[src/gcr_pkg.sv]
// Shared constants, types and state codes of the graph color refinement block.
`default_nettype none
package gcr_pkg;
	localparam int MAX_NODES   = 64;
	localparam int MAX_EDGES   = 512;
	localparam int MAX_WEIGHTS = 4;
	localparam int NODE_W      = $clog2(MAX_NODES);
	localparam int NUM_W       = NODE_W + 1;
	localparam int EDGE_AW     = $clog2(MAX_EDGES);
	localparam int ECNT_W      = EDGE_AW + 1;
	localparam int WGT_W       = $clog2(MAX_WEIGHTS);
	localparam int WK_W        = 3;
	localparam int VEC_AW      = NODE_W + WGT_W;
	localparam int CNT_AW      = NODE_W + VEC_AW;
	localparam int CNT_W       = 10;
	localparam int TAG_W       = 8;
	localparam int CNT_DW      = TAG_W + CNT_W;
	localparam int EDGE_DW     = 2 * NODE_W + WGT_W;
	localparam int IN_DATA_W   = 32;
	localparam int IN_USER_W   = 2;
	localparam int OUT_DATA_W  = 16;
	localparam int APB_AW      = 4;
	localparam int APB_DW      = 32;
	localparam logic [CNT_W-1:0] COUNT_MAX = '1;
	localparam logic [TAG_W-1:0] TAG_LAST  = '1;

	typedef enum logic [1:0] {
		OP_LOAD_NODE   = 2'd0,
		OP_LOAD_EDGE   = 2'd1,
		OP_START       = 2'd2,
		OP_CLEAR_EDGES = 2'd3
	} op_t;

	typedef enum logic [1:0] {
		REG_DIRECTED     = 2'd0,
		REG_USE_WEIGHTS  = 2'd1,
		REG_WEIGHT_KINDS = 2'd2,
		REG_NODE_TOTAL   = 2'd3
	} reg_idx_t;

	typedef struct packed {
		logic            directed;
		logic            use_weights;
		logic [WK_W-1:0] weight_kinds;
		logic [6:0]      node_total;
	} cfg_t;

	typedef enum logic [4:0] {
		ST_SWEEP,
		ST_IDLE,
		ST_INIT_RD,
		ST_INIT_ACC,
		ST_ROUND,
		ST_EDGE_RD,
		ST_EDGE_CS,
		ST_EDGE_CD,
		ST_EDGE_CHK,
		ST_BUMP_D,
		ST_BUMP_S_RD,
		ST_BUMP_S,
		ST_CLS_I,
		ST_CLS_J,
		ST_CLS_REP,
		ST_CMP_A,
		ST_CMP_B,
		ST_CMP_EQ,
		ST_CLS_WR,
		ST_ROUND_END,
		ST_OUT_RD,
		ST_OUT_LD
	} state_t;
endpackage
`default_nettype wire

[src/gcr_regs.sv]
// APB configuration registers of the graph color refinement block.
`default_nettype none
module gcr_regs (
	input  wire logic                        clk,
	input  wire logic                        arst_n,
	input  wire logic                        psel,
	input  wire logic                        penable,
	input  wire logic                        pwrite,
	input  wire logic [gcr_pkg::APB_AW-1:0]  paddr,
	input  wire logic [gcr_pkg::APB_DW-1:0]  pwdata,
	output logic      [gcr_pkg::APB_DW-1:0]  prdata,
	output logic                             pready,
	output gcr_pkg::cfg_t                    cfg
);
	import gcr_pkg::*;

	cfg_t     cfg_q;
	reg_idx_t idx;

	assign idx    = reg_idx_t'(paddr[3:2]);
	assign pready = 1'b1;
	assign cfg    = cfg_q;

	always_ff @(posedge clk or negedge arst_n) begin
		if (!arst_n) begin
			cfg_q.directed     <= 1'b0;
			cfg_q.use_weights  <= 1'b0;
			cfg_q.weight_kinds <= WK_W'(1);
			cfg_q.node_total   <= 7'd64;
		end else if (psel && penable && pwrite) begin
			case (idx)
				REG_DIRECTED:     cfg_q.directed     <= pwdata[0];
				REG_USE_WEIGHTS:  cfg_q.use_weights  <= pwdata[0];
				REG_WEIGHT_KINDS: cfg_q.weight_kinds <= pwdata[WK_W-1:0];
				REG_NODE_TOTAL:   cfg_q.node_total   <= pwdata[6:0];
				default: ;
			endcase
		end
	end

	always_comb begin
		prdata = '0;
		case (idx)
			REG_DIRECTED:     prdata[0]        = cfg_q.directed;
			REG_USE_WEIGHTS:  prdata[0]        = cfg_q.use_weights;
			REG_WEIGHT_KINDS: prdata[WK_W-1:0] = cfg_q.weight_kinds;
			REG_NODE_TOTAL:   prdata[6:0]      = cfg_q.node_total;
			default: ;
		endcase
	end
endmodule
`default_nettype wire

[config.mk]
export PLATFORM = sky130hd
export DESIGN_NAME = gcr_regs
export DESIGN_NICKNAME = d
export VERILOG_FILES = /design/src/gcr_pkg.sv /design/src/gcr_regs.sv
export SDC_FILE = /design/constraint.sdc
export NUM_CORES = 1
export LEC_CHECK = 0
export BUFFER_PORTS_ARGS = -buffer_cell sky130_fd_sc_hd__buf_2
export CORE_ASPECT_RATIO = 0.6
export CORE_MARGIN = 5
export CORE_UTILIZATION = 36
export CTS_BUF_LIST = sky130_fd_sc_hd__clkbuf_16
export CTS_CLUSTER_DIAMETER = 40
export DETAILED_ROUTE_END_ITERATION = 16
export GPL_TIMING_DRIVEN = 1
export MAX_ROUTING_LAYER = met4
export PLACE_DENSITY = 0.84
export REMOVE_ABC_BUFFERS = 1
export SLEW_MARGIN = 40
export SYNTH_ARGS = -nofsm -noshare
export SYNTH_HDL_FRONTEND = slang
export SYNTH_SLANG_ARGS = --single-unit
[constraint.sdc]
create_clock -name clk -period 2.3 [get_ports clk]
set_input_delay 0.46 -clock clk [delete_from_list [all_inputs] [get_ports clk]]
set_output_delay 0.46 -clock clk [all_outputs]
set_load 0.1 [all_outputs]
==> results of run 1 <==
[per-stage QoR]
step / hold WS (ps) / instance area [um^2] / setup slack [ps] / util (%)
after detailed placement: 344 / 868 / 327 / 40.8
final: 89.1 / 947 / 342 / 44.5
after global placement: 346 / 868 / 340 / 40.8
after floorplan: 164 / 671 / -608 / -
after CTS: 90.1 / 947 / 327 / 44.5
after global routing: 112 / 947 / 288 / 44.5
[cell families after synthesis]
| group | Yosys count |
|---|---|
| and+or+nand+nor | 12 |
| other | 2 |
| muxes | 15 |
| DFF | 12 |
| buffers and inverters | 28 |
[layout by cell type, fill, tap and decap left out]
| cell type | n |
|---|---|
| and3_1 | 4 |
| buf_2 | 32 |
| clkbuf_16 | 3 |
| clkinv_1 | 1 |
| conb_1 | 26 |
| dfrtp_1 | 10 |
| dfstp_2 | 2 |
| mux2_2 | 9 |
| mux2_4 | 3 |
| mux2i_1 | 2 |
| mux4_2 | 1 |
| nand2_1 | 1 |
| nand3_2 | 1 |
| nor2_2 | 1 |
| nor2b_1 | 2 |
| nor3_1 | 1 |
| nor3b_1 | 1 |
| or3b_4 | 1 |
[cell type report]
class	count	area [um^2]	area share, %
well taps	30	37.5	3.96
repair buffers	32	160	16.9
clock inverters	1	3.75	0.396
flip-flops and latches	12	303	32.0
multi-input cells	53	368	38.8
clock buffers	3	75.1	7.93
[worst max path at each step]
| stage | end | start | depth (start not counted) |
|---|---|---|---|
| 3_3_place_gp | prdata[0] | paddr[2] | 3 |
| 4_1_cts | prdata[0] | paddr[2] | 3 |
| 2_1_floorplan | prdata[1] | cfg[1] | 2 |
| 5_1_grt | prdata[0] | paddr[2] | 3 |
| 3_5_place_dp | prdata[0] | paddr[2] | 3 |
| 6_report | prdata[0] | paddr[2] | 3 |
[report_power, final]
part	internal, mW	total [mW]	switching [mW]
combinational	0.111	0.842	0.731
clock	0.229	0.316	0.0876
sequential	0.268	0.301	0.0332
total	0.607	1.46	0.852
[per-layer routing]
layer / up-vias / routed length (um) / part of all wire [%] / GRT usage (%)
met5: - / 0 / 0 / -
met4: 0 / 0 / 0 / 2.29
met3: 0 / 219 / 14 / 5.45
met2: 33 / 728 / 47 / 16.9
met1: 251 / 600 / 39 / 11.3
li1: 241 / - / - / -
[worst max-delay path: stages]
cell,delay (ps)
buf_2,210
mux4_2,520
buf_2,300
==> metrics.txt, run 1 <==
crit path DAT roughly 1500 ps; Primary FF master, synth dfrtp_1; Area contributors post-synth dfrtp_1, buf_4, mux2_2; Inserted Clock Buffers 3; sequential area share after synthesis 38.4%; GRT Resource Usage Total approximately a tenth; Tcrit/Tclk final between 80 and 90%; post-CTS setup buffer count 0; Rows 13; Inst Count DP between 100 and 150; Setup Skew 0 ps; CTS resizes 0; cells after synthesis about 70; port bufs 32; TritonCTS clock tree yes; Area Growth Syn to Fin 20.2%; worst path required time approximately 1800 ps; post-synth top area cell dfrtp_1; clock-pin slew on the worst setup and hold paths ~40 ps; first-pass GRT wire length about 2.4 mm; share of cells above drive strength 1 around 52%; clk buf depth 2; worst flop-to-flop path startpoint cfg[11]; Compound-Gate Fraction of Synth Area 0%; drt initial violations 10; nature of the critical path endpoint output port; largest family of logic cells by synthesized area buffers and inverters; CTS Hold Buffers Added 0; Pleak between 0.5 and 0.6 nW; outcome finished clean; fraction of registers with async set or reset after synthesis between 90% and 100%; GPL Wtd Cong between 0.7 and 0.8; post-synthesis simple-gate area fraction around a tenth; Synth Area in Adders 0%; most frequent cell after synthesis buf_4; RSZ-0062 raised after global routing false; Crit Reg-Reg Endpoint cfg[11]; max reg flops 12; # fillers about 220; maximum capacitance violations 0; Critical Path Start Type input port; reg-to-reg slack, setup 1540 ps; Core ar. ~2100 um^2; Tmin final roughly 2000 ps; final layout net count between 100 and 150; vias per cell between 4 and 5; clk sink count 12; drt pass-1 iters 2; I/O pins 86; HPWL reported at the end of detailed placement approximately 1.3 mm; largest net degree at the start of global routing 13; antenna-violating nets left 0; number of enable flip-flop cells after synthesis 0; HP Class input port to asynchronous set/reset pin; post-synthesis mux area share 24.0%; post-synthesis xor/xnor area fraction 0%; Die X roughly 70 um; share of the synthesized area in the top cell type 31.7%; GRT Residual Overflow 0; ANT cells 0; die height 46.2 um; depth of the worst register-to-register path 1; final hold viol count 0; commonest cells in the netlist buf_4, dfrtp_1, mux2_2; Avg Cell Area, Syn 11.4 um^2; Syn. warnings 0; Synth Register Bits 12; fmax ~500 MHz; Initial Util between 30% and 40%; IR Drop Worst-Case VDD about 0.8 mV; clock root buffer clkbuf_16; WS Path Type input port to output port; average wire per standard cell roughly 12 um; number of library cell types mapped by synthesis 17; DR vias 525; Post-Route WL 1.55 mm; PnR Total Power around 1.5 mW; initial antenna violation count 0; Clock Latency Late Sink 240 ps; Final Non-Filler Cells between 100 and 150; Final Max Tran Viols 0; H-tree depth 1; setup_tns 0 ps; Die Area around 3300 um^2; synthesized cell area approximately 790 um^2; CP Max Fanout 11; number of global-route vias before repair about 500; Setup Viol. Count Final 0; pwr dens about 1500 nW/um^2; Residual DRC 0
Note: power is estimated with default switching activity, not from simulation.
==> run 2, diff against run 1 <==
--- a/config.mk
+++ b/config.mk
@@ -8,13 +8,13 @@
 export BUFFER_PORTS_ARGS = -buffer_cell sky130_fd_sc_hd__buf_2
 export CORE_ASPECT_RATIO = 0.6
 export CORE_MARGIN = 5
-export CORE_UTILIZATION = 36
+export CORE_UTILIZATION = 33
 export CTS_BUF_LIST = sky130_fd_sc_hd__clkbuf_16
 export CTS_CLUSTER_DIAMETER = 40
 export DETAILED_ROUTE_END_ITERATION = 16
 export GPL_TIMING_DRIVEN = 1
 export MAX_ROUTING_LAYER = met4
-export PLACE_DENSITY = 0.84
+export PLACE_DENSITY = 0.78
 export REMOVE_ABC_BUFFERS = 1
 export SLEW_MARGIN = 40
 export SYNTH_ARGS = -nofsm -noshare
==> metrics.txt, run 2 (same netlist as run 1, synthesis figures left out) <==
share of cells above drive strength 1 around 52%; clock root buffer clkbuf_16; Setup Viol. Count Final 0; Die X between 70 and 80 um; Clock Latency Late Sink ~240 ps; final worst slack about 340 ps; PnR Total Power around 1.5 mW; port bufs 32; Reg area ~300 um^2; depth of the worst register-to-register path 1; clock share of power a little over a fifth; Tcrit/Tclk final 85.2%; most frequent cells in the layout buf_2, conb_1, dfrtp_1; max reg flops 12; Pleak between 0.5 and 0.6 nW; layer with the highest usage met2; outcome finished clean; # fillers 220; CTS resizes 0; HPWL reported at the end of detailed placement 1.29 mm; Final Max Tran Viols 0; post-CTS setup buffer count 0; met2 Resource Use GR 15.5%; clock-pin slew on the worst setup and hold paths 40 ps; fmax approximately 510 MHz; initial antenna violation count 0; TritonCTS clock tree yes; worst flop-to-flop path startpoint cfg[9]; vias per cell around 4; final std cell area, no fill around 950 um^2; Final Non-Filler Cells between 100 and 150; Core ar. around 2200 um^2; die height 47.9 um; CTS Hold Buffers Added 0; placed instance area ~870 um^2; utilization after layout a little over two fifths; final layout net count 143; worst path required time 1840 ps; crit path DAT around 1500 ps; ANT cells 0; WS Path Type input port to output port; drt initial violations 3; final hold viol count 0; CP Max Fanout 11; GRT Resource Usage Total between 9 and 10%; average wire per standard cell 12.3 um; maximum capacitance violations 0; sw frac 58.6%; Inst Count DP between 100 and 150; pre-CTS WS around 330 ps; Crit Reg-Reg Endpoint cfg[9]; nature of the critical path endpoint output port; Tmin final roughly 2000 ps; commonest non-fill, non-tap cell in the layout buf_2; GR Layer Usage met1 between 10% and 20%; Inserted Clock Buffers 3; Int Pwr between 0.6 and 0.7 mW; Residual DRC 0; Die Area roughly 3500 um^2; switching power of the nets between 0.8 and 0.9 mW; largest net degree at the start of global routing 13; DR vias about 520; Critical Path Start Type input port; Min Hold Slack ~92 ps; reg-to-reg slack, setup around 1500 ps; I/O pins 86; antenna-violating nets left 0; H-tree depth 1; drt pass-1 iters 2; Rows 13; Post-Route WL roughly 1.6 mm; combinational group share of total power between 50 and 60%; Setup Skew 0 ps; clk sink count 12; clk buf depth 2; met3 Usage GRT approximately 4.0%; first-pass GRT wire length roughly 2.3 mm; sequential share of power 20.6%; RSZ-0062 raised after global routing false; HP Class input port to asynchronous set/reset pin; pwr dens around 1500 nW/um^2; footprint of the multi-input gates between 300 and 400 um^2; GRT Residual Overflow 0; number of global-route vias before repair between 500 and 600; Area Growth Syn to Fin 20.2%; Initial Util 35.4%; GPL Wtd Cong 0.702; setup_tns 0 ps; IR Drop Worst-Case VDD ~0.83 mV
[run 2: cell counts in the layout (fill, tap and decap cells not counted)]
No cell type changed its count.
[run 2: worst max-delay path by stage]
stage | from | end | cells after the start
final | paddr[2] | prdata[0] | 3
after global routing | paddr[2] | prdata[0] | 3
after CTS | paddr[2] | prdata[0] | 3
after detailed placement | paddr[2] | prdata[0] | 3
after global placement | paddr[2] | prdata[0] | 3
after floorplan | cfg[1] | prdata[1] | 2
[run 2: area by class of cell]
class,instances,share of cell area [%]
multi-input combinational,53,38.8
timing repair buffer,32,16.9
sequential,12,32.0
clock inverter,1,0.396
clock buffer,3,7.93
tap,30,3.96
[run 2: critical path, cell delays in order]
cell and delay, ps:
buf_2 210, mux4_2 520, buf_2 300
[run 2: power by group through the flow]
stage | Sequential [mW] | Clock, mW | Combinational (mW)
2_1_floorplan | 0.667 | 0 | 0.379
3_3_place_gp | 0.300 | 0 | 0.841
3_5_place_dp | 0.305 | 0 | 0.846
4_1_cts | 0.303 | 0.332 | 0.846
5_1_grt | 0.312 | 0.341 | 0.863
6_report | 0.302 | 0.320 | 0.843
[run 2: routing by layer]
layer	up-vias	wire length, um
li1	240	-
met1	247	639
met2	32	801
met3	0	173
met4	0	0
met5	-	0
