===== src/gcr_ram.sv =====
// Generic synchronous RAM with one write port and one registered read port.
`default_nettype none
module gcr_ram #(
	parameter int WIDTH = 8,
	parameter int DEPTH = 64
) (
	input  wire logic                     clk,
	input  wire logic                     we,
	input  wire logic [$clog2(DEPTH)-1:0] waddr,
	input  wire logic [WIDTH-1:0]         wdata,
	input  wire logic [$clog2(DEPTH)-1:0] raddr,
	output logic      [WIDTH-1:0]         rdata
);
	logic [WIDTH-1:0] mem_q [DEPTH];
	logic [WIDTH-1:0] rdata_q;

	always_ff @(posedge clk) begin
		if (we) begin
			mem_q[waddr] <= wdata;
		end
		rdata_q <= mem_q[raddr];
	end

	assign rdata = rdata_q;
endmodule
`default_nettype wire


===== config.mk =====
export PLATFORM = sky130hd
export DESIGN_NAME = gcr_ram
export DESIGN_NICKNAME = d
export VERILOG_FILES = /design/src/gcr_ram.sv
export SDC_FILE = /design/constraint.sdc
export NUM_CORES = 1
export LEC_CHECK = 0
export BUFFER_PORTS_ARGS = -buffer_cell sky130_fd_sc_hd__buf_2
export CAP_MARGIN = 20
export CELL_PAD_IN_SITES_DETAIL_PLACEMENT = 2
export CELL_PAD_IN_SITES_GLOBAL_PLACEMENT = 2
export CORE_MARGIN = 3
export CORE_UTILIZATION = 35
export DETAILED_ROUTE_END_ITERATION = 12
export GPL_ROUTABILITY_DRIVEN = 0
export PLACE_DENSITY_LB_ADDON = 0.25
export SETUP_SLACK_MARGIN = 0.5
export SYNTH_ARGS = -nofsm -noshare
export SYNTH_HDL_FRONTEND = slang
export SYNTH_SLANG_ARGS = --single-unit
export TNS_END_PERCENT = 30

===== constraint.sdc =====
create_clock -name clk -period 2.3 [get_ports clk]
set_input_delay 0.23 -clock clk [delete_from_list [all_inputs] [get_ports clk]]
set_output_delay 0.23 -clock clk [all_outputs]
set_load 0.05 [all_outputs]

==> results by group, run 1 <==
Timing
  • Final worst slack: 0.321 ns
  • Crit path time final: 1.98 ns
  • Max-slew violation count: 0
  • Final period utilization: 86.1%
  • Max Freq: 0.505 GHz
  • Count of final setup violators: 0
  • Worst rel slew slack: 32.7%
  • Final hold vios: 0
  • RSZ-0062 raised after global routing: true
  • WHS: 0.130 ns
  • Clock skew: 0.0178 ns
  • Slew @ Worst Pin: 1.01 ns

Floorplanning
  • Row cnt: 87
  • Width of the die: 246 um
  • DIE AREA: ~61,000 um^2
  • Die Y: between 200 and 250 um
  • Total I/O pin count: 30
  • Core box area: 56,700 um^2
  • Starting Density: about 36%

Setup path
  • Reg2reg end: rdata[7]
  • Startpoint class of the critical path: flip-flop
  • Crit path capture: rdata[7]
  • Worst Setup SP: mem_q[52][7]
  • Reg2reg start: mem_q[52][7]
  • Worst path cell trace: mux4_2 > mux4_2 > o21ai_0 > nand2_1
  • Worst EP arrival: 2.45 ns
  • Buffers plus inverters on the worst setup path: 0
  • CP top delay family: multiplexers
  • Max incr delay on CP: 0.47 ns
  • Worst Path Max Fanout: 1
  • Critical-path top delay cell: mux4_2
  • Crit path kind: reg -> reg
  • Req. time, crit path: 2.77 ns
  • Endpoint class of the critical path: flip-flop
  • CP most frequent cell: mux4_2
  • Reg2Reg Depth: 4
  • R2R setup slack: 0.32 ns
  • Number of cells on the critical path: 4

Synthesis
  • Post-synthesis adder-cell area fraction: 0%
  • FF+latch count, synth: 520
  • Leading post-synthesis cells by cell area: edfxtp_1 76%, mux4_2 14%, nor2_1 1.5%
  • Mux cell area share after synthesis: approximately 16%
  • Xor/xnor cell area share of the yosys netlist: 0%
  • Post-synthesis compound-gate area fraction: slightly above 2%
  • Distinct cells, synth: 40
  • Yosys Warn Count: 0
  • Top-area cell type share of the netlist area: 76.2%
  • Mapped Nets: 962
  • Avg Inst Size Synth: around 21 um^2
  • Largest family of logic cells by synthesized area: multiplexers
  • Netlist Area Pre-Place: slightly above 20,000 um^2
  • Sequential area share after synthesis: 77.0%
  • Syn Inst Count: 940
  • Synth Area in Simple Gates: 3.39%
  • Largest area contributor in the netlist: edfxtp_1

Place
  • # port buffers: 29
  • Dpl ws: -0.238 ns
  • DP HPWL: 36.7 mm
  • Cell area after placement: 22,300 um^2

Route
  • Via density: 5.33
  • ANT nets after route: 0
  • DR iter-0 viols: 850
  • Drt wl/cell: slightly below 30 um
  • First-pass DRT Iterations: 5
  • Vias post-DR: 10,200
  • Drt total wl: 56.0 mm
  • Drt drc: 0

Finish
  • Fin nets: 1,147
  • Area delta synth->final: 19.4%
  • Share of cells above drive strength 1: 34.1%
  • Commonest cells after routing, fill and taps aside: 512 x edfxtp_1, 134 x buf_4, 126 x mux4_2, 83 x nor2_1, 55 x clkbuf_16
  • Commonest non-fill, non-tap cell in the layout: edfxtp_1
  • Number of antenna diodes: 0
  • Post-Layout Inst Area: 24,100 um^2

Pwr
  • PD cells: 841 nW/um^2
  • Pleak: 7.78 nW
  • Worst vdd ir: 0.539 mV

CTS
  • CTS Buf Count: 54
  • Sink Count: 520
  • Clock transition at path regs: 0.06 ns
  • H-tree depth: 2
  • Insertion delay to the later sink of the worst-skew pair: ~0.60 ns
  • CTS Buffer Depth: 3
  • CTS tree: built
  • Clock Root Buffer: clkbuf_16

Global routing
  • First-pass GRT wire length: 81.8 mm
  • Vias in the first global route: between 10,000 and 15,000
  • All-Layer GR Usage: between 10% and 20%
  • Initial antenna violation count: 2
  • Largest net degree at the start of global routing: 65
  • Remaining global-route overflow: 0

Min path
  • Type of the most critical hold path: in -> reg
  • Hold Crit Start: raddr[5]

Status
  • Status: completed

Flow run
  • # Max-Cap Violations: 0
-- how the worst min path moves through the flow --
stage	end	slack [ns]	cells after the start
3_3_place_gp	rdata[0]	0.69	3
3_5_place_dp	rdata[1]	0.71	3
2_1_floorplan	mem_q[0][0]	0.33	0
4_1_cts	rdata[2]	0.07	3
5_1_grt	rdata[2]	0.14	3
6_report	rdata[2]	0.13	3
-- tightest hold or removal path, stage by stage --
cell and delay (ns):
buf_2 0.25, nand2_1 0.13, o2bb2ai_1 0.06
-- synthesized netlist by cell type --
master	instances
edfxtp_1	512
mux4_2	126
nor2_1	83
mux2i_1	23
nand2_1	19
clkbuf_1	17
nor2b_1	14
buf_4	13
mux2_2	13
nand3_1	13
buf_2	11
dfxtp_1	8
o221ai_1	8
o22ai_1	8
nand2b_1	7
nor3_1	7
a221oi_1	6
a211oi_1	4
buf_1	4
buf_6	4
a21oi_1	3
a22oi_1	3
nand3b_1	3
o2111ai_1	3
o2bb2ai_1	3
a2111oi_0	2
buf_12	2
nand4_1	2
nor4_1	2
o21a_1	2
o21ai_0	2
o21ai_1	2
o221a_2	2
o32ai_1	2
o41ai_1	2
a31oi_1	1
and2_1	1
nand4b_1	1
o311ai_1	1
or3_1	1
-- logic make-up (layout without fill, tap and decap cells) --
| group | after synthesis | in the layout |
|---|---|---|
| AO/OA/AOI/OAI | 54 | 54 |
| buffers and inverters | 51 | 275 |
| flip-flops | 520 | 520 |
| multiplexers | 162 | 162 |
| AND/OR/NAND/NOR | 153 | 153 |
-- area by class of cell --
type,count,area [um^2]
clock buffer,71,1440
sequential,520,15500
multi-input combinational,369,4400
timing repair buffer,180,1520
clock inverter,24,238
fill,5192,32600
tap,756,946
-- power by group --
group / internal [mW] / switching (mW) / leakage [nW]
registers: 10.5 / 0.0429 / 4.67
clock network: 4.92 / 3.57 / 0.821
logic: 0.475 / 0.747 / 2.29
-- state kept, by name (all words and copies together) (netlist names) --
| signal | count |
|---|---|
| mem_q | 512 |
| rdata | 8 |
-- metrics by stage --
step                      std cells  TNS (ns)  power [mW]  util, %
final                          1920         0        20.2     42.5
after floorplan                 940         0        11.3        -
after detailed placement       1825    -0.898        11.9     39.3
after global placement         1825    -0.756        11.9     39.3
after global routing           1920         0        20.9     42.5
after CTS                      1920         0        20.5     42.4
-- metal layers --
layer	GRT usage, %	part of all wire [%]	vias to the layer above
met2	31.1	49	260
met4	5.54	2.5	0
met5	0	0	-
met3	2.57	4.8	79
li1	-	-	4295
met1	26.4	44	5591
-- what timing repair did --
item / 4_1_cts / 5_1_grt
setup endpoints to repair: 8 / 8
setup buffers: 0 / 0
hold buffers: 0 / 0
gates resized for setup: 11 / 5
hold endpoints to repair: 0 / 0
pin swaps: 2 / 0
No activity file was read; power rests on OpenSTA's default activity.
==> run 2, diff against run 1 <==
Settings changed: RECOVER_POWER from default to 100.
==> run 2 against run 1 <==
  * The flow now finishes with violations (capacitance limit, slew limit)
  * Setup slack lost 0.063 ns
  * Critical path depth grew 2
  * First-iteration DRC count grew 3.4%
  * Cell area shrank 2.0%
  * Fmax shrank 3.1%
  * Largest cell class unchanged
  * Count of clock-buffer cells in the layout is the same
  * Hold slack is essentially flat
==> results by group, run 2 (synthesis results as in run 1) <==
Status
  • Status: complete, but fails checks
  • Failing checks: capacitance limit, slew limit

Setup path
  • Startpoint class of the critical path: flip-flop
  • Reg2Reg Depth: 6
  • R2R setup slack: 0.26 ns
  • Req. time, crit path: approximately 2.8 ns
  • Worst Setup SP: mem_q[21][4]
  • Worst path cell trace: mux4_2 > mux2_4 > o221a_4 > nor3_1 > buf_4 > o32ai_1
  • Worst Path Max Fanout: 1
  • Reg2reg end: rdata[4]
  • Critical-path top delay cell: mux4_2
  • Max incr delay on CP: about 0.48 ns
  • Endpoint class of the critical path: flip-flop
  • Crit path kind: reg -> reg
  • Worst EP arrival: 2.51 ns
  • Reg2reg start: mem_q[21][4]

Global routing
  • Vias in the first global route: approximately 11,000
  • Remaining global-route overflow: 0
  • Initial antenna violation count: 1
  • All-Layer GR Usage: 18.9%
  • Largest net degree at the start of global routing: 65
  • First-pass GRT wire length: 81.8 mm

CTS
  • CTS Buffer Depth: 3
  • CTS tree: built
  • Clock transition at path regs: 0.06 ns
  • Sink Count: 520
  • CTS Buf Count: 54
  • Post-CTS setup buffer count: 0
  • CTS Hold Bufs: 0
  • Insertion delay to the later sink of the worst-skew pair: around 0.6 ns
  • H-tree depth: 2
  • Clock Root Buffer: clkbuf_16

Route
  • Drt total wl: 56.1 mm
  • Drt wl/cell: 29.2 um
  • Vias post-DR: 10,300
  • DR iter-0 viols: around 880
  • ANT nets after route: 0
  • Via density: 5.34
  • Drt drc: 0
  • First-pass DRT Iterations: 5

Min path
  • Type of the most critical hold path: in -> reg
  • Hold Crit Start: raddr[5]
  • Worst Hold End: rdata[2]
  • Hold path depth: 3

Timing
  • Final hold vios: 0
  • Worst rel slew slack: -28.9%
  • Max-slew violation count: 136
  • Sum Neg Setup Slack: 0 ns
  • Crit path time final: 2.04 ns
  • Slew @ Worst Pin: 1.93 ns
  • RSZ-0062 raised after global routing: true
  • Clock skew: 0.0196 ns
  • Max Freq: slightly below 0.5 GHz
  • Final period utilization: around 90%
  • Count of final setup violators: 0

Finish
  • Fin nets: 1,147
  • Number of antenna diodes: 0
  • Share of cells above drive strength 1: between 20% and 30%
  • Top reg by flops: mem_q
  • Commonest non-fill, non-tap cell in the layout: edfxtp_1
  • Commonest cells after routing, fill and taps aside: 512 x edfxtp_1, 130 x clkbuf_1, 126 x mux4_2, 83 x nor2_1, 55 x clkbuf_16
  • Area delta synth->final: 17.0%
  • Max reg flops: 512

Pwr
  • PD cells: 856 nW/um^2
  • Worst vdd ir: roughly 0.54 mV
  • Pleak: about 7.3 nW
  • Pwr Total: 20.2 mW

Floorplanning
  • DIE AREA: 60,500 um^2
  • Die Y: 246 um
  • Total I/O pin count: 30
  • Core box area: 56,700 um^2
  • Starting Density: 35.6%
  • Row cnt: slightly below 90
  • Width of the die: between 200 and 250 um

Place
  • DP HPWL: 36.7 mm
  • # port buffers: 29

Flow run
  • # Max-Cap Violations: 3
## run 2: cell count changes in the layout (fill, tap and decap cells not counted)
cell       previous run  this run
buf_2                26         7
nor3_4                2         0
a2111oi_0             0         1
clkbuf_2              0         8
nor3_1                5         6
nor3_2                0         1
buf_12               18        13
buf_4               134        36
a2111oi_1             1         0
clkbuf_1             16       130
## run 2: repair_timing
action / 4_1_cts / 5_1_grt
endpoints found under the setup margin: 8 / 8
gates resized for setup: 11 / 5
pin swaps: 2 / 0
## run 2: cell type report
class	instances	area, um^2
Fill cell	5314	33100
Sequential cell	520	15500
Multi-Input combinational cell	369	4380
Clock buffer	71	1440
Timing Repair Buffer	180	1060
Tap cell	756	946
Clock inverter	24	238
## run 2: power breakdown
part | switching (mW) | internal (mW) | total [mW]
Combinational | 0.739 | 0.433 | 1.17
Sequential | 0.0426 | 10.5 | 10.5
Clock | 3.57 | 4.92 | 8.49
## run 2: how the worst max path moves through the flow
stage / end / slack [ns] / depth (start not counted)
final: rdata[4] / 0.26 / 6
after detailed placement: rdata[6] / -0.24 / 8
after floorplan: rdata[7] / 0.50 / 8
after global routing: rdata[5] / 0.17 / 5
after global placement: rdata[4] / -0.18 / 8
after CTS: rdata[6] / 0.29 / 6
## run 2: critical path: cells and delay by family (launching register included)
kind,cells,cell delay (ns)
buf+inv,1,0.18
flops,1,0.37
mux,2,0.77
compound gates,2,0.34
simple gates,1,0.27
## run 2: per-stage QoR
step                hold slack, ns  setup WS [ns]  cells  utilization, %  instance area, um^2
floorplan                    0.329          0.495    940               -                20200
global placement             0.687         -0.185   1825            39.3                22300
detailed placement           0.706         -0.238   1825            39.3                22300
CTS                         0.0684          0.294   1920            42.4                24000
global route                 0.144          0.173   1920            41.6                23600
finish                       0.130          0.257   1920            41.6                23600
## run 2: per-layer routing
metal  global-route usage, %  vias up  routed length (um)
li1                        -     4296                   -
met1                    26.4     5630               24500
met2                    31.1      251               27700
met3                    2.57       75                2600
met4                    5.54        0                1260
met5                       0        -                   0
==> run 3, diff against run 2 <==
Settings changed: SETUP_SLACK_MARGIN 0.5 to 0.02.
==> run 3 against run 2 <==
  * The run still ends with capacitance limit, slew limit left
  * Core utilization is 0.13 points higher
  * Sequential power hardly changed
  * Clock skew is 0.0058 ns higher
  * Cell count is 0.68% higher
  * Cell area is 0.31% higher
  * Hold slack worse by 0.054 ns
  * Total power is 0.67% higher
  * Register-to-register slack hardly changed
  * Clock power is 2% higher
  * Setup slack worse by 0.013 ns
==> results by group, run 3 (synthesis results as in run 1) <==
Timing
  • Worst rel slew slack: -42.0%
  • Slew @ Worst Pin: 2.13 ns
  • RSZ-0062 raised after global routing: false
  • Max-slew violation count: 298
  • Count of final setup violators: 0
  • Crit path time final: 2.06 ns
  • Final period utilization: 89.4%
  • WHS: 0.0763 ns
  • Max Freq: 0.486 GHz
  • Clock skew: 0.0254 ns
  • Final hold vios: 0

Finish
  • Share of cells above drive strength 1: 25.5%
  • Max reg flops: 512
  • Area delta synth->final: 17.4%
  • Commonest non-fill, non-tap cell in the layout: edfxtp_1
  • FILL cells: ~5,300
  • Commonest cells after routing, fill and taps aside: 512 x edfxtp_1, 126 x mux4_2, 115 x clkbuf_1, 83 x nor2_1, 57 x clkbuf_16
  • Top reg by flops: mem_q
  • Register Area: between 15,000 and 20,000 um^2
  • Multi-input combinational cell area: roughly 4300 um^2
  • Fin nets: 1,151

Route
  • First-pass DRT Iterations: 5
  • Drt drc: 0
  • Drt total wl: 55.2 mm
  • Via density: 5.30
  • Drt wl/cell: 28.5 um
  • ANT nets after route: 0
  • DR iter-0 viols: roughly 890
  • Vias post-DR: 10,200

Setup path
  • Reg2reg end: rdata[4]
  • Req. time, crit path: 2.78 ns
  • Startpoint class of the critical path: flip-flop
  • Worst path cell trace: mux4_2 > mux2_2 > o221a_2 > nor3_1 > o32ai_1
  • Worst Path Max Fanout: 1
  • Reg2reg start: mem_q[29][4]
  • Crit path kind: reg -> reg
  • Max incr delay on CP: 0.47 ns
  • Buffers plus inverters on the worst setup path: 0
  • Worst EP arrival: 2.53 ns
  • CP top delay family: multiplexers
  • Critical-path top delay cell: mux4_2
  • Endpoint class of the critical path: flip-flop
  • R2R setup slack: around 0.24 ns
  • Reg2Reg Depth: 5

Floorplanning
  • Starting Density: between 30% and 40%
  • DIE AREA: 60,500 um^2
  • Core box area: 56,700 um^2
  • Die Y: 246 um
  • Total I/O pin count: 30
  • Row cnt: 87
  • Width of the die: 246 um

Status
  • Status: complete, but fails checks
  • Failing checks: capacitance limit, slew limit

Global routing
  • Largest net degree at the start of global routing: 65
  • Vias in the first global route: approximately 11,000
  • All-Layer GR Usage: 18.7%
  • Remaining global-route overflow: 0
  • First-pass GRT wire length: between 80 and 90 mm
  • Initial antenna violation count: 2

Min path
  • Hold path depth: 3
  • Type of the most critical hold path: in -> reg
  • Worst Hold End: rdata[1]
  • Hold Crit Start: raddr[5]

CTS
  • Clock transition at path regs: roughly 0.06 ns
  • CTS Buf Count: 55
  • CTS Hold Bufs: 0
  • Clock Root Buffer: clkbuf_16
  • CTS Buffer Depth: 3
  • CTS tree: built
  • Sink Count: 520
  • Insertion delay to the later sink of the worst-skew pair: 0.60 ns
  • # resized after CTS: 0
  • H-tree depth: 2
  • Post-CTS setup buffer count: 0

Place
  • DP HPWL: approximately 36 mm
  • # port buffers: 29

Pwr
  • PD cells: roughly 860 nW/um^2
  • Pwr Total: 20.3 mW
  • Pleak: 7.37 nW
  • Worst vdd ir: 0.515 mV

Flow run
  • # Max-Cap Violations: 7
-- run 3: changes by cell type in the layout (fill, tap and decap cells not counted), sizes merged --
cell    previous run  this run
buf               57        71
bufinv             5         3
clkbuf           194       186
clkinv            18        25
diode              0         2
-- run 3: metrics by stage --
| stage | area, um^2 | setup WS [ns] | setup TNS [ns] | std cells | utilization (%) |
|---|---|---|---|---|---|
| finish | 23700 | 0.244 | 0 | 1933 | 41.7 |
| global route | 23700 | 0.102 | 0 | 1931 | 41.7 |
| CTS | 24100 | 0.202 | 0 | 1931 | 42.5 |
| detailed placement | 22300 | -0.253 | -0.579 | 1828 | 39.4 |
| global placement | 22300 | -0.279 | -0.498 | 1828 | 39.4 |
| floorplan | 20200 | 0.402 | 0 | 940 | - |
-- run 3: layout make-up --
class	instances	share of cell area, %
Antenna cell	2	0.0211
Clock buffer	74	6.51
Clock inverter	29	0.899
Multi-Input combinational cell	369	18.2
Sequential cell	520	65.6
Tap cell	756	4.00
Timing Repair Buffer	183	4.72
-- run 3: where the power goes --
group | internal [mW] | leakage [nW] | switching (mW)
clock | 5.01 | 0.869 | 3.63
sequential | 10.5 | 4.67 | 0.0369
combinational | 0.433 | 1.83 | 0.723
total | 15.9 | 7.37 | 4.39
-- run 3: routing by layer --
layer  track usage, %  part of all wire (%)
met1             25.7                    44
met2             31.3                    50
met3             2.67                   3.8
met4             4.81                   2.1
met5                0                     0
-- run 3: how the worst max path moves through the flow --
| stage | from | endpoint | slack (ns) | cells after the start |
|---|---|---|---|---|
| 3_5_place_dp | raddr[0] | rdata[7] | -0.25 | 7 |
| 4_1_cts | mem_q[29][4] | rdata[4] | 0.20 | 5 |
| 5_1_grt | wdata[4] | mem_q[42][4] | 0.10 | 2 |
| 3_3_place_gp | raddr[0] | rdata[7] | -0.28 | 7 |
| 6_report | mem_q[29][4] | rdata[4] | 0.24 | 5 |
| 2_1_floorplan | raddr[1] | rdata[3] | 0.40 | 7 |
-- run 3: worst min-delay path, delay by kind of cell --
| kind | cells | cell delay [ns] |
|---|---|---|
| compound gates | 1 | 0.06 |
| buf+inv | 1 | 0.22 |
| simple gates | 1 | 0.11 |
